**src/hw/rtl/ptt_pkg.sv**
```systemverilog
// Shared types and constants of the process tree table.
package ptt_pkg;

    localparam int IDX_W = 6;
    localparam int CNT_W = 7;
    localparam int ENTRY_W = IDX_W + 1;
    localparam int SLOT_LIMIT = 1 << IDX_W;
    localparam logic [CNT_W-1:0] COUNT_RESET = CNT_W'(SLOT_LIMIT);
    localparam logic [IDX_W-1:0] FREED_MAX = '1;

    typedef enum logic [1:0] {
        OP_INIT    = 2'd0,
        OP_CREATE  = 2'd1,
        OP_DESTROY = 2'd2,
        OP_NONE    = 2'd3
    } op_t;

    typedef enum logic [1:0] {
        ST_OK    = 2'd0,
        ST_FULL  = 2'd1,
        ST_RANGE = 2'd2
    } status_t;

    typedef enum logic [2:0] {
        S_IDLE,
        S_CRE,
        S_DCHK,
        S_SWEEP,
        S_FREE,
        S_RESP
    } state_t;

    typedef struct packed {
        logic             start;
        op_t              op;
        logic [IDX_W-1:0] target;
        logic [CNT_W-1:0] count;
        logic             res_ready;
    } ctrl_cmd_t;

    typedef struct packed {
        logic             idle;
        logic             res_valid;
        status_t          status;
        logic [IDX_W-1:0] new_index;
        logic [IDX_W-1:0] freed_count;
    } ctrl_stat_t;

endpackage

```
**src/hw/rtl/ptt_if.sv**
```systemverilog
// Channel interfaces for requests, responses and the count register write.
interface ptt_req_if;
    logic                     valid;
    logic                     ready;
    logic [1:0]               opcode;
    logic [ptt_pkg::IDX_W-1:0] target_index;

    modport source (output valid, output opcode, output target_index, input ready);
    modport sink (input valid, input opcode, input target_index, output ready);
endinterface

interface ptt_rsp_if;
    logic                     valid;
    logic                     ready;
    logic [1:0]               status;
    logic [ptt_pkg::IDX_W-1:0] new_index;
    logic [ptt_pkg::IDX_W-1:0] freed_count;

    modport source (output valid, output status, output new_index, output freed_count,
                    input ready);
    modport sink (input valid, input status, input new_index, input freed_count,
                  output ready);
endinterface

interface ptt_cfg_if;
    logic                     valid;
    logic                     ready;
    logic [ptt_pkg::CNT_W-1:0] data;

    modport source (output valid, output data, input ready);
    modport sink (input valid, input data, output ready);
endinterface

```
**src/hw/rtl/ptt_ram.sv**
```systemverilog
// Generic single-port-write, single-port-read RAM with registered read data.
module ptt_ram #(
    parameter int WIDTH = 8,
    parameter int DEPTH = 64,
    parameter int AW = (DEPTH > 1) ? $clog2(DEPTH) : 1
) (
    input  logic             clk,
    input  logic             we,
    input  logic [AW-1:0]    waddr,
    input  logic [WIDTH-1:0] wdata,
    input  logic [AW-1:0]    raddr,
    output logic [WIDTH-1:0] rdata
);

    logic [WIDTH-1:0] mem [DEPTH];

    always_ff @(posedge clk)
    begin
        if (we)
        begin
            mem[waddr] <= wdata;
        end
        rdata <= mem[raddr];
    end

endmodule

```
**src/hw/rtl/ptt_ctrl.sv**
```systemverilog
// Sequencer that scans, marks and frees slots held in the slot memory.
module ptt_ctrl #(
    parameter int SLOTS = 64
) (
    input  logic               clk,
    input  logic               rst_n,
    input  ptt_pkg::ctrl_cmd_t cmd,
    output ptt_pkg::ctrl_stat_t stat
);
    import ptt_pkg::*;

    localparam int IW = (SLOTS > 1) ? $clog2(SLOTS) : 1;

    state_t            state_reg, state_next;
    logic [IW:0]       idx_reg, idx_next;
    logic              chk_vld_reg, chk_vld_next;
    logic [IW-1:0]     chk_idx_reg, chk_idx_next;
    logic              grew_reg, grew_next;
    logic [IDX_W-1:0]  tgt_reg, tgt_next;
    logic [IDX_W-1:0]  freed_reg, freed_next;
    status_t           status_reg, status_next;
    logic [IDX_W-1:0]  newidx_reg, newidx_next;
    logic [SLOTS-1:0]  vld_reg, vld_next;
    logic [SLOTS-1:0]  doom_reg, doom_next;

    logic              iss;
    logic              hit;
    logic              mark;
    logic              kill;
    logic              range_err;
    logic              idx_last;
    logic              we;
    logic [IW-1:0]     rd_addr;
    logic [ENTRY_W-1:0] ram_q;
    logic              ent_use;
    logic [IDX_W-1:0]  ent_par;
    logic [IW-1:0]     tgt_ix;
    logic [IW-1:0]     par_ix;
    logic [IW-1:0]     cur_ix;

    ptt_ram #(
        .WIDTH (ENTRY_W),
        .DEPTH (SLOTS)
    ) u_slot_ram (
        .clk   (clk),
        .we    (we),
        .waddr (chk_idx_reg),
        .wdata ({1'b1, tgt_reg}),
        .raddr (rd_addr),
        .rdata (ram_q)
    );

    // An entry never written since reset or init reads as a free slot, except the root.
    assign ent_use   = vld_reg[chk_idx_reg] ? ram_q[ENTRY_W-1] : (chk_idx_reg == '0);
    assign ent_par   = vld_reg[chk_idx_reg] ? ram_q[IDX_W-1:0] : '0;
    assign tgt_ix    = tgt_reg[IW-1:0];
    assign par_ix    = ent_par[IW-1:0];
    assign cur_ix    = idx_reg[IW-1:0];
    assign range_err = CNT_W'(cmd.target) >= cmd.count;
    assign idx_last  = cur_ix == IW'(SLOTS - 1);

    always_comb
    begin
        state_next = state_reg;
        unique case (state_reg)
            S_IDLE:
            begin
                if (cmd.start)
                begin
                    unique case (cmd.op)
                        OP_CREATE:  state_next = range_err ? S_RESP : S_CRE;
                        OP_DESTROY: state_next = range_err ? S_RESP : S_DCHK;
                        default:    state_next = S_RESP;
                    endcase
                end
            end
            S_CRE:
            begin
                if (hit || (!iss && !chk_vld_reg))
                begin
                    state_next = S_RESP;
                end
            end
            S_DCHK:
            begin
                state_next = ent_use ? S_SWEEP : S_RESP;
            end
            S_SWEEP:
            begin
                if (!iss && !chk_vld_reg && !grew_reg)
                begin
                    state_next = S_FREE;
                end
            end
            S_FREE:
            begin
                if (idx_last)
                begin
                    state_next = S_RESP;
                end
            end
            S_RESP:
            begin
                if (cmd.res_ready)
                begin
                    state_next = S_IDLE;
                end
            end
            default: state_next = S_IDLE;
        endcase
    end

    always_comb
    begin
        idx_next    = idx_reg;
        grew_next   = grew_reg;
        tgt_next    = tgt_reg;
        freed_next  = freed_reg;
        status_next = status_reg;
        newidx_next = newidx_reg;
        vld_next    = vld_reg;
        doom_next   = doom_reg;
        iss         = 1'b0;
        hit         = 1'b0;
        mark        = 1'b0;
        kill        = 1'b0;
        we          = 1'b0;
        rd_addr     = cur_ix;
        case (state_reg)
            S_IDLE:
            begin
                rd_addr = cmd.target[IW-1:0];
                if (cmd.start)
                begin
                    tgt_next    = cmd.target;
                    freed_next  = '0;
                    status_next = ST_OK;
                    newidx_next = '0;
                    case (cmd.op)
                        OP_INIT:
                        begin
                            vld_next = '0;
                        end
                        OP_CREATE:
                        begin
                            if (range_err)
                            begin
                                status_next = ST_RANGE;
                            end
                            else
                            begin
                                idx_next = (IW+1)'(1);
                            end
                        end
                        OP_DESTROY:
                        begin
                            if (range_err)
                            begin
                                status_next = ST_RANGE;
                            end
                            else
                            begin
                                iss = 1'b1;
                            end
                        end
                        default:
                        begin
                        end
                    endcase
                end
            end
            S_CRE:
            begin
                iss = CNT_W'(idx_reg) < cmd.count;
                if (iss)
                begin
                    idx_next = idx_reg + (IW+1)'(1);
                end
                hit = chk_vld_reg && !ent_use;
                if (hit)
                begin
                    we                    = 1'b1;
                    vld_next[chk_idx_reg] = 1'b1;
                    newidx_next           = IDX_W'(chk_idx_reg);
                end
                else if (!iss && !chk_vld_reg)
                begin
                    status_next = ST_FULL;
                end
            end
            S_DCHK:
            begin
                if (ent_use)
                begin
                    doom_next[tgt_ix] = 1'b1;
                    idx_next          = '0;
                    grew_next         = 1'b0;
                end
            end
            S_SWEEP:
            begin
                iss = idx_reg < (IW+1)'(SLOTS);
                if (iss)
                begin
                    idx_next = idx_reg + (IW+1)'(1);
                end
                mark = chk_vld_reg && (chk_idx_reg != tgt_ix) && ent_use
                       && !doom_reg[chk_idx_reg]
                       && (CNT_W'(ent_par) < CNT_W'(SLOTS)) && doom_reg[par_ix];
                if (mark)
                begin
                    doom_next[chk_idx_reg] = 1'b1;
                    grew_next              = 1'b1;
                end
                else if (!iss && !chk_vld_reg)
                begin
                    idx_next  = '0;
                    grew_next = 1'b0;
                end
            end
            S_FREE:
            begin
                kill = doom_reg[cur_ix] && (cur_ix != tgt_ix) && (cur_ix != '0);
                if (kill)
                begin
                    vld_next[cur_ix] = 1'b0;
                    if (freed_reg != FREED_MAX)
                    begin
                        freed_next = freed_reg + IDX_W'(1);
                    end
                end
                doom_next[cur_ix] = 1'b0;
                idx_next          = idx_reg + (IW+1)'(1);
            end
            default:
            begin
            end
        endcase
    end

    assign chk_vld_next = iss;
    assign chk_idx_next = rd_addr;

    always_ff @(posedge clk or negedge rst_n)
    begin
        if (!rst_n)
        begin
            state_reg   <= S_IDLE;
            chk_vld_reg <= 1'b0;
            grew_reg    <= 1'b0;
            vld_reg     <= '0;
            doom_reg    <= '0;
        end
        else
        begin
            state_reg   <= state_next;
            chk_vld_reg <= chk_vld_next;
            grew_reg    <= grew_next;
            vld_reg     <= vld_next;
            doom_reg    <= doom_next;
        end
    end

    always_ff @(posedge clk)
    begin
        idx_reg     <= idx_next;
        chk_idx_reg <= chk_idx_next;
        tgt_reg     <= tgt_next;
        freed_reg   <= freed_next;
        status_reg  <= status_next;
        newidx_reg  <= newidx_next;
    end

    assign stat.idle        = state_reg == S_IDLE;
    assign stat.res_valid   = state_reg == S_RESP;
    assign stat.status      = status_reg;
    assign stat.new_index   = newidx_reg;
    assign stat.freed_count = freed_reg;

    // No destroy leaves marks behind for the next one.
    a_marks_clear_idle: assert property (@(posedge clk) disable iff (!rst_n)
        state_reg == S_IDLE |-> doom_reg == '0)
        else $error("doomed marks left set while idle");

    // The target stays marked for the whole sweep so its subtree can grow.
    a_target_marked: assert property (@(posedge clk) disable iff (!rst_n)
        state_reg == S_SWEEP |-> doom_reg[tgt_ix])
        else $error("destroy target not marked during sweep");

    // Create never allocates the root or a slot at or beyond the count.
    a_alloc_in_range: assert property (@(posedge clk) disable iff (!rst_n)
        we |-> (chk_idx_reg != '0) && (CNT_W'(chk_idx_reg) < cmd.count))
        else $error("slot allocated outside the active range");

    // The root slot keeps its entry through every destroy.
    a_root_kept: assert property (@(posedge clk) disable iff (!rst_n)
        state_reg == S_FREE |=> vld_reg[0] == $past(vld_reg[0]))
        else $error("root slot freed by destroy");

endmodule

```
**src/hw/rtl/process_tree_table.sv**
```systemverilog
// Top level of the process tree table: count register, sequencer and response register.
//
// The table holds min(MAX_SLOTS, 64) process slots in one memory with a single read
// port, one entry per cycle. Init, the unused opcode and an index out of range answer
// without a scan. Create scans from slot 1 for the lowest free slot below the effective
// count. Destroy reads the target and, if it is in use, sweeps the whole table at most
// once per level of the target's subtree plus one final pass, then frees the marked
// slots in one more pass over every slot. A new item is taken while the previous
// response still waits in the output register. After reset or init the table is ready
// at once: the root alone is in use.
module process_tree_table #(
    parameter int MAX_SLOTS = 64
) (
    input  logic      clk,
    input  logic      rst_n,
    ptt_req_if.sink   req,
    ptt_rsp_if.source rsp,
    ptt_cfg_if.sink   cfg
);
    import ptt_pkg::*;

    localparam int SLOTS = (MAX_SLOTS < SLOT_LIMIT) ? MAX_SLOTS : SLOT_LIMIT;

    logic [CNT_W-1:0] active_count_reg;
    logic [CNT_W-1:0] eff_count;
    logic             out_valid_reg, out_valid_next;
    logic [1:0]       status_reg;
    logic [IDX_W-1:0] new_index_reg;
    logic [IDX_W-1:0] freed_count_reg;
    logic             load;
    ctrl_cmd_t        cmd;
    ctrl_stat_t       stat;

    always_comb
    begin
        if (active_count_reg == '0)
        begin
            eff_count = CNT_W'(1);
        end
        else if (active_count_reg > CNT_W'(SLOTS))
        begin
            eff_count = CNT_W'(SLOTS);
        end
        else
        begin
            eff_count = active_count_reg;
        end
    end

    assign cfg.ready = 1'b1;
    assign req.ready = stat.idle;

    assign cmd.start     = req.valid && stat.idle;
    assign cmd.op        = op_t'(req.opcode);
    assign cmd.target    = req.target_index;
    assign cmd.count     = eff_count;
    assign cmd.res_ready = !out_valid_reg || rsp.ready;

    ptt_ctrl #(
        .SLOTS (SLOTS)
    ) u_ctrl (
        .clk   (clk),
        .rst_n (rst_n),
        .cmd   (cmd),
        .stat  (stat)
    );

    assign load = stat.res_valid && cmd.res_ready;

    always_comb
    begin
        out_valid_next = out_valid_reg;
        if (load)
        begin
            out_valid_next = 1'b1;
        end
        else if (rsp.ready)
        begin
            out_valid_next = 1'b0;
        end
    end

    always_ff @(posedge clk or negedge rst_n)
    begin
        if (!rst_n)
        begin
            active_count_reg <= COUNT_RESET;
            out_valid_reg    <= 1'b0;
        end
        else
        begin
            if (cfg.valid)
            begin
                active_count_reg <= cfg.data;
            end
            out_valid_reg <= out_valid_next;
        end
    end

    always_ff @(posedge clk)
    begin
        if (load)
        begin
            status_reg      <= stat.status;
            new_index_reg   <= stat.new_index;
            freed_count_reg <= stat.freed_count;
        end
    end

    assign rsp.valid       = out_valid_reg;
    assign rsp.status      = status_reg;
    assign rsp.new_index   = new_index_reg;
    assign rsp.freed_count = freed_count_reg;

endmodule

```
**src/flat_wrapper.sv**
```systemverilog
// flat-port wrapper written by rule: the top's interface ports become plain ports
module process_tree_table_flat import ptt_pkg::*;
#(
    parameter int MAX_SLOTS = 64
)
  (clk, rst_n, req_valid, req_opcode, req_target_index, req_ready, rsp_valid, rsp_status, rsp_new_index, rsp_freed_count, rsp_ready, cfg_valid, cfg_data, cfg_ready);
  ptt_req_if req_i ();
  ptt_rsp_if rsp_i ();
  ptt_cfg_if cfg_i ();
  input  logic clk;
  input  logic rst_n;
  input wire logic [$bits(req_i.valid)-1:0] req_valid;
  input wire logic [$bits(req_i.opcode)-1:0] req_opcode;
  input wire logic [$bits(req_i.target_index)-1:0] req_target_index;
  output wire logic [$bits(req_i.ready)-1:0] req_ready;
  output wire logic [$bits(rsp_i.valid)-1:0] rsp_valid;
  output wire logic [$bits(rsp_i.status)-1:0] rsp_status;
  output wire logic [$bits(rsp_i.new_index)-1:0] rsp_new_index;
  output wire logic [$bits(rsp_i.freed_count)-1:0] rsp_freed_count;
  input wire logic [$bits(rsp_i.ready)-1:0] rsp_ready;
  input wire logic [$bits(cfg_i.valid)-1:0] cfg_valid;
  input wire logic [$bits(cfg_i.data)-1:0] cfg_data;
  output wire logic [$bits(cfg_i.ready)-1:0] cfg_ready;
  assign req_i.valid = req_valid;
  assign req_i.opcode = req_opcode;
  assign req_i.target_index = req_target_index;
  assign req_ready = req_i.ready;
  assign rsp_valid = rsp_i.valid;
  assign rsp_status = rsp_i.status;
  assign rsp_new_index = rsp_i.new_index;
  assign rsp_freed_count = rsp_i.freed_count;
  assign rsp_i.ready = rsp_ready;
  assign cfg_i.valid = cfg_valid;
  assign cfg_i.data = cfg_data;
  assign cfg_ready = cfg_i.ready;
  process_tree_table #(.MAX_SLOTS(MAX_SLOTS)) u_core (.clk(clk), .rst_n(rst_n), .req(req_i), .rsp(rsp_i), .cfg(cfg_i));
endmodule
```
**config.mk**
```make
export PLATFORM = sky130hd
export DESIGN_NAME = process_tree_table_flat
export DESIGN_NICKNAME = d
export VERILOG_FILES = /design/src/hw/rtl/ptt_pkg.sv /design/src/hw/rtl/ptt_if.sv /design/src/hw/rtl/ptt_ram.sv /design/src/hw/rtl/ptt_ctrl.sv /design/src/hw/rtl/process_tree_table.sv /design/src/flat_wrapper.sv
export SDC_FILE = /design/constraint.sdc
export NUM_CORES = 1
export LEC_CHECK = 0
export BUFFER_PORTS_ARGS = -buffer_cell sky130_fd_sc_hd__buf_4
export CAP_MARGIN = 20
export CELL_PAD_IN_SITES_DETAIL_PLACEMENT = 0
export CELL_PAD_IN_SITES_GLOBAL_PLACEMENT = 2
export CORE_MARGIN = 8
export CORE_UTILIZATION = 40
export DETAILED_ROUTE_END_ITERATION = 8
export PLACE_DENSITY_LB_ADDON = 0.1
export SYNTH_ARGS = -nofsm -noshare
export SYNTH_HDL_FRONTEND = slang
export SYNTH_SLANG_ARGS = --single-unit
```
**constraint.sdc**
```tcl
create_clock -name clk -period 7.5 [get_ports clk]
set_clock_uncertainty 0.15 [all_clocks]
set_input_delay 0.75 -clock clk [delete_from_list [all_inputs] [get_ports clk]]
set_output_delay 0.75 -clock clk [all_outputs]
set_load 0.02 [all_outputs]
```
Word level (Yosys, flattened, before mapping) --
Memory sizes are Yosys's and may differ from the RTL's. A register that Yosys moved wholly into a read port is not among the register bits. Cells that the tools add are included.
Storage, ports and cells: word-level logic and storage cells 186, output and inout bits 17, memories 1, bits in latches 0, input bits 20, bits in read-only memories 0, bits in writable memories 384, register bits 195
Operators by class: reductions and logical operators 48, add/subtract/negate cells 2, shift-type cells 0, bitwise gates (word level) 6, eq/ne operators 28, divide/modulo/power cells 0, muxes and demuxes 73, magnitude comparators 11, multiply operators 0
Memories:
- u_core.u_ctrl.u_slot_ram.mem | depth 64, width 6, rd ports 1, clocked after Yosys merged registers in 1, wr ports 1, RTL line ptt_ram.sv:15 | logic [WIDTH-1:0] mem [DEPTH];
Operators with widths (number):
- $mux 64 | 6
- $pmux 64 s3 | 2
- $or 64x64->64 | 3
- $and 64x64->64 | 2
- $mux 7 | 10
- $not 64->64 | 1
- $mux 6 | 6
- $pmux 7 s5 | 1
- $lt 6x7->1 const B | 4
- $bmux 1 s6 | 4
- $mux 3 | 8
- $ne 2x2->1 const B | 12
- $pmux 6 s2 | 2
- $mux 1 | 21
- $demux 1 s6 | 3
- $ge 6x1->1 const B | 3
- $pmux 3 s6 | 1
- $logic_and 1x1->1 | 16
- $ne 6x6->1 | 2
- $mux 2 | 5
- $reduce_and 5->1 | 2
- $reduce_and 3->1 | 3
- $logic_not 1->1 | 8
- $ne 2x1->1 const B | 4
- other kinds (31) | 39

Depth between registers and ports, before layout --
depth in word-level cells 13, mapped depth 16, depth with buffers taken out 14

Modules after synthesis --
Synthesis repeated with hierarchy kept, for this count alone.
Second synthesis, totals: cells, all modules 2085, area total of the unflattened synthesis 29535.8 um^2
By module, submodules not included:
- ptt_ram | area an instance 17635.7 um^2, sequential area each 13593.0 um^2, instances 1, cells an instance 827
- ptt_ctrl | area an instance 11094.4 um^2, sequential area each 4259.1 um^2, instances 1, cells an instance 1213
- process_tree_table | area an instance 805.8 um^2, sequential area each 621.8 um^2, instances 1, cells an instance 45

Worst setup path after synthesis --
Ideal clock, no wire load.
path kind register -> register, start register u_core.u_ctrl.chk_idx_reg[0], end memory u_core.u_ctrl.u_slot_ram.mem[14][0] (netlist bit) (enable), data arrival time 2.879 ns, library setup time 0.350 ns, period minus slack after synthesis 3.379 ns, stages on the path, launching flop included 13, buffers on the path 3, slack 4.121 ns, cells stage by stage dfxtp_1 -> buf_2 -> mux4_2 -> mux2_2 -> nand2_1 -> nand4_2 -> or2_1 -> buf_2 -> nor2_1 -> and3_1 -> buf_2 -> nand3_1 -> nor2_1
Between the ends: word-level cells in the longest chain between the ends 9, elaborated cells between the ends (all ways) 10, those cells by class mux: 7; reduce/logical: 3
Ends and longest elaborated chain:
- start: declaration | RTL line ptt_ctrl.sv:17 | logic [IW-1:0] chk_idx_reg, chk_idx_next;
- start signal: assignment | RTL line ptt_ctrl.sv:267 | chk_idx_reg <= chk_idx_next;
- $bmux 1 s6 | RTL line ptt_ctrl.sv:54 | assign ent_use = vld_reg[chk_idx_reg] ? ram_q[ENTRY_W-1] : (chk_idx_reg == '0);
- $mux 1 (not written as such) | RTL line ptt_ctrl.sv:54
- $mux 1 | RTL line ptt_ctrl.sv:54
- $logic_not 1->1 | RTL line ptt_ctrl.sv:179 | hit = chk_vld_reg && !ent_use;
- $logic_and 1x1->1 | RTL line ptt_ctrl.sv:179
- $mux 1 | RTL line ptt_ctrl.sv:180 | if (hit)
- $mux 1 | RTL line ptt_ctrl.sv:129 | case (state_reg)
- $mux 1 | RTL line ptt_ram.sv:19 | if (we)
- $mux 1 (not written as such) | RTL line ptt_ram.sv:21 | mem[waddr] <= wdata;
- end: declaration | RTL line ptt_ram.sv:15
Parallel ways exist; a longest one is shown, timed or not. The select of a mux whose other input is x is not followed.

Worst setup path after layout --
start register u_core.u_ctrl.chk_idx_reg[1], end memory u_core.u_ctrl.u_slot_ram.mem[26][5] (netlist bit) (enable)
The elaborated chain is that of the path after synthesis.

==> flow_summary_export.csv <==
group,metric,value,unit
min_path,hold_class,"in -> async",
critical_path,r2r-start,"u_core.u_ctrl.chk_idx_reg[1]",
sta,grt_setup_unrepaired,"no",
routing,viasPerCell,6.11,
critical_path,crit_type,"reg -> reg",
synth,synth-seq-area-share,59.4,%
cells_and_area,area_delta_synth_final,12.1,%
critical_path,r2r_cells,9,
die,initial_core_util,40.5,%
critical_path,reg2reg_slack,2300,ps
die,dieArea,78200,µm²
sta,whs,107,ps
grt,grt_use_total,25.1,%
routing,drt_first_iter_violations,2083,
synth,synth-edff-count,425,
cells_and_area,final_core_util,45.4,%
job,drv_cap,0,
critical_path,startpoint,"u_core.u_ctrl.chk_idx_reg[1]",
sta,drv_slew,0,
synth,yosys-top-cells-area,"edfxtp_1 46%, dfrtp_1 13%, nand2_1 6.3%",
critical_path,cp.arrival,5280,ps
synth,ys_ff_latch,578,
clocking,cts.sinks,578,
critical_path,timing.rr.end,"u_core.u_ctrl.u_slot_ram.mem[26][5]",
routing,drc_errors,0,
cells_and_area,stdcell_area,31200,µm²
placement,placed_cells,3364,
grt,grt_pass1_vias,21200,
clocking,cts_hold_buf,0,
sta,setup_ws,2300,ps
grt,grt_antenna_before_repair,2,
routing,totalWireLength,99.9,mm
sta,worst_pin_slew,1270,ps
clocking,cts.htree.levels,3,
clocking,cts_setup_buffers,0,
synth,synth.distinct_cells,82,
critical_path,critPathCapture,"u_core.u_ctrl.u_slot_ram.mem[26][5]",
clocking,path_clk_slew,60,ps
routing,vias,21300,
synth,yosysTopAreaCellShare,45.9,%
synth,syn_avg_cell_area,11.0,µm²
cells_and_area,fin_cells,3492,
sta,fmax,192,MHz
die,die_x,280,µm
cells_and_area,largest_reg_flops,384,
clocking,cts_resized,0,
pwr,leakage,10.9,nW
placement,place_area,29000,µm²
clocking,cts_buffer_depth,3,
die,ioPinCount,37,
placement,port_buffers,35,
grt,grt-ovfl-total,0,
die,fp.dieH,280,µm
critical_path,start_kind,"flop",
routing,drt-pass1-iter-count,6,
critical_path,endpoint_kind,"flop",
synth,synthCells,2533,
critical_path,cp.required,7580,ps
sta,period_share,69.3,%
sta,setup_viol,0,
routing,wl_per_cell,28.6,µm
synth,async_reset_ff_share,24.4,%
cells_and_area,fillers,6466,
clocking,cts_tree,"built",
placement,hpwl,64.3,mm
run_status,status,"finished, final reports clean",
clocking,numCtsBuffers,66,
clocking,insertion_delay,610,ps
synth,ys.flop_type,"edfxtp_1",
pwr,power.total,6.64,mW
synth,yosys_warnings,0,
grt,grt_max_degree,96,
sta,hold_viol_final,0,
placement,dp_slack,2340,ps
synth,synth_largest_area_cell,"edfxtp_1",
die,fp-row-count,96,
grt,grt_first_pass_wirelength,147,mm
sta,setup_tns,0,ps
sta,slew-limit-headroom,14.9,%
clocking,clockRootBuffer,"clkbuf_16",
die,core,68700,µm²
sta,post-route-min-period,5200,ps
pwr,p_per_area,213,nW/µm²
cells_and_area,drive_gt1_share,11.3,%
cells_and_area,nets,2544,
placement,gp_congestion,0.932,
synth,synth_area,27800,µm²
critical_path,path_max_fanout,36,
pwr,peakVddDrop,0.158,mV
routing,ant_nets,0,
[critical path, cell delays in order, from the launching register on]
cell and delay (ps):
dfxtp_2 1010, mux4_2 600, mux2i_1 150, o22a_1 200
nand3_1 180, or2_1 420, nor2_1 300, and3_1 430
nand2_1 600, nor2_1 730
[Yosys cell counts, drive strengths merged (5+ instances only)]
| library cell | number |
|---|---|
| nor2 | 130 |
| mux2 | 10 |
| a31oi | 24 |
| nor2b | 8 |
| edfxtp | 425 |
| o221a | 12 |
| a221o | 49 |
| and2 | 8 |
| and3 | 40 |
| a22oi | 47 |
| buf | 59 |
| o22a | 6 |
| a2111oi | 20 |
| nand2b | 10 |
| nor3b | 12 |
| or3 | 5 |
| a221oi | 15 |
| nand2 | 476 |
| a311oi | 61 |
| nand3 | 241 |
| a22o | 24 |
| nor3 | 19 |
| o21ai | 138 |
| xor2 | 6 |
| o2bb2ai | 33 |
| a21oi | 98 |
| mux4 | 20 |
| nand4 | 7 |
| dfxtp | 12 |
| o21a | 10 |
| nand3b | 8 |
| inv | 55 |
| a21o | 15 |
| a211oi | 11 |
| clkbuf | 142 |
| mux2i | 48 |
| or2 | 8 |
| dfrtp | 140 |
| and3b | 6 |
| a2bb2oi | 9 |
| o221ai | 8 |
| xnor2 | 9 |
| ha | 19 |
[logic make-up after synthesis]
| logic type | after synthesis | share of synthesized area, % |
|---|---|---|
| compound gates | 599 | 15.5 |
| xor+xnor | 15 | 0.472 |
| fa+ha+maj | 19 | 0.855 |
| buf+inv | 257 | 3.91 |
| flops | 578 | 59.4 |
| mux | 78 | 3.75 |
| other cells | 2 | 0.0270 |
| simple gates | 985 | 16.0 |
[worst min-delay path by stage]
| stage | start | to | slack (ps) | depth (start not counted) |
|---|---|---|---|---|
| floorplan | u_core.u_ctrl.newidx_reg[0] | u_core.rsp.new_index[0] | 250 | 0 |
| global placement | u_core.u_ctrl.status_reg[1] | u_core.rsp.status[1] | 280 | 0 |
| detailed placement | u_core.u_ctrl.status_reg[1] | u_core.rsp.status[1] | 270 | 0 |
| CTS | rst_n | u_core.u_ctrl.doom_reg[4] | 160 | 1 |
| global route | rst_n | u_core.u_ctrl.doom_reg[4] | 190 | 1 |
| finish | rst_n | u_core.u_ctrl.doom_reg[4] | 110 | 1 |
[where the power goes]
group | internal, mW | switching [mW]
combinational | 0.0214 | 0.0362
clock | 1.85 | 1.32
sequential | 3.40 | 0.00373
[layout by cell type, fill, tap and decap left out, drive strengths merged, types with 15 or more instances in the layout]
cell / instances
dfrtp: 140
inv: 59
and3: 40
mux2i: 48
a221o: 49
a2111oi: 20
nand3: 241
ha: 19
a221oi: 15
nand2: 476
a21oi: 98
clkinv: 16
clkbuf: 100
mux4: 20
o21ai: 138
a21o: 15
a22o: 24
buf: 97
nor2: 130
o2bb2ai: 33
a31oi: 24
nor3: 19
a311oi: 61
a22oi: 47
edfxtp: 425
[cell type report]
| class | instances | area, µm² | share of cell area [%] |
|---|---|---|---|
| antenna | 2 | 5.00 | 0.0161 |
| multi-input combinational | 1703 | 10300 | 33.2 |
| clock inverter | 25 | 216 | 0.694 |
| sequential | 578 | 16500 | 53.0 |
| clock buffer | 97 | 1910 | 6.13 |
| tap | 931 | 1160 | 3.74 |
| timing repair buffer | 100 | 782 | 2.51 |
| inverter | 56 | 215 | 0.690 |
[routing by layer]
metal | track usage (%) | up-vias | share of wire, %
met4 | 11.3 | 4 | 4.4
met5 | 0 | - | 0.025
met2 | 40.9 | 891 | 47
met3 | 3.79 | 242 | 6.3
met1 | 33.0 | 10700 | 42
li1 | - | 9444 | -
Note: power is estimated with default switching activity, not from simulation.
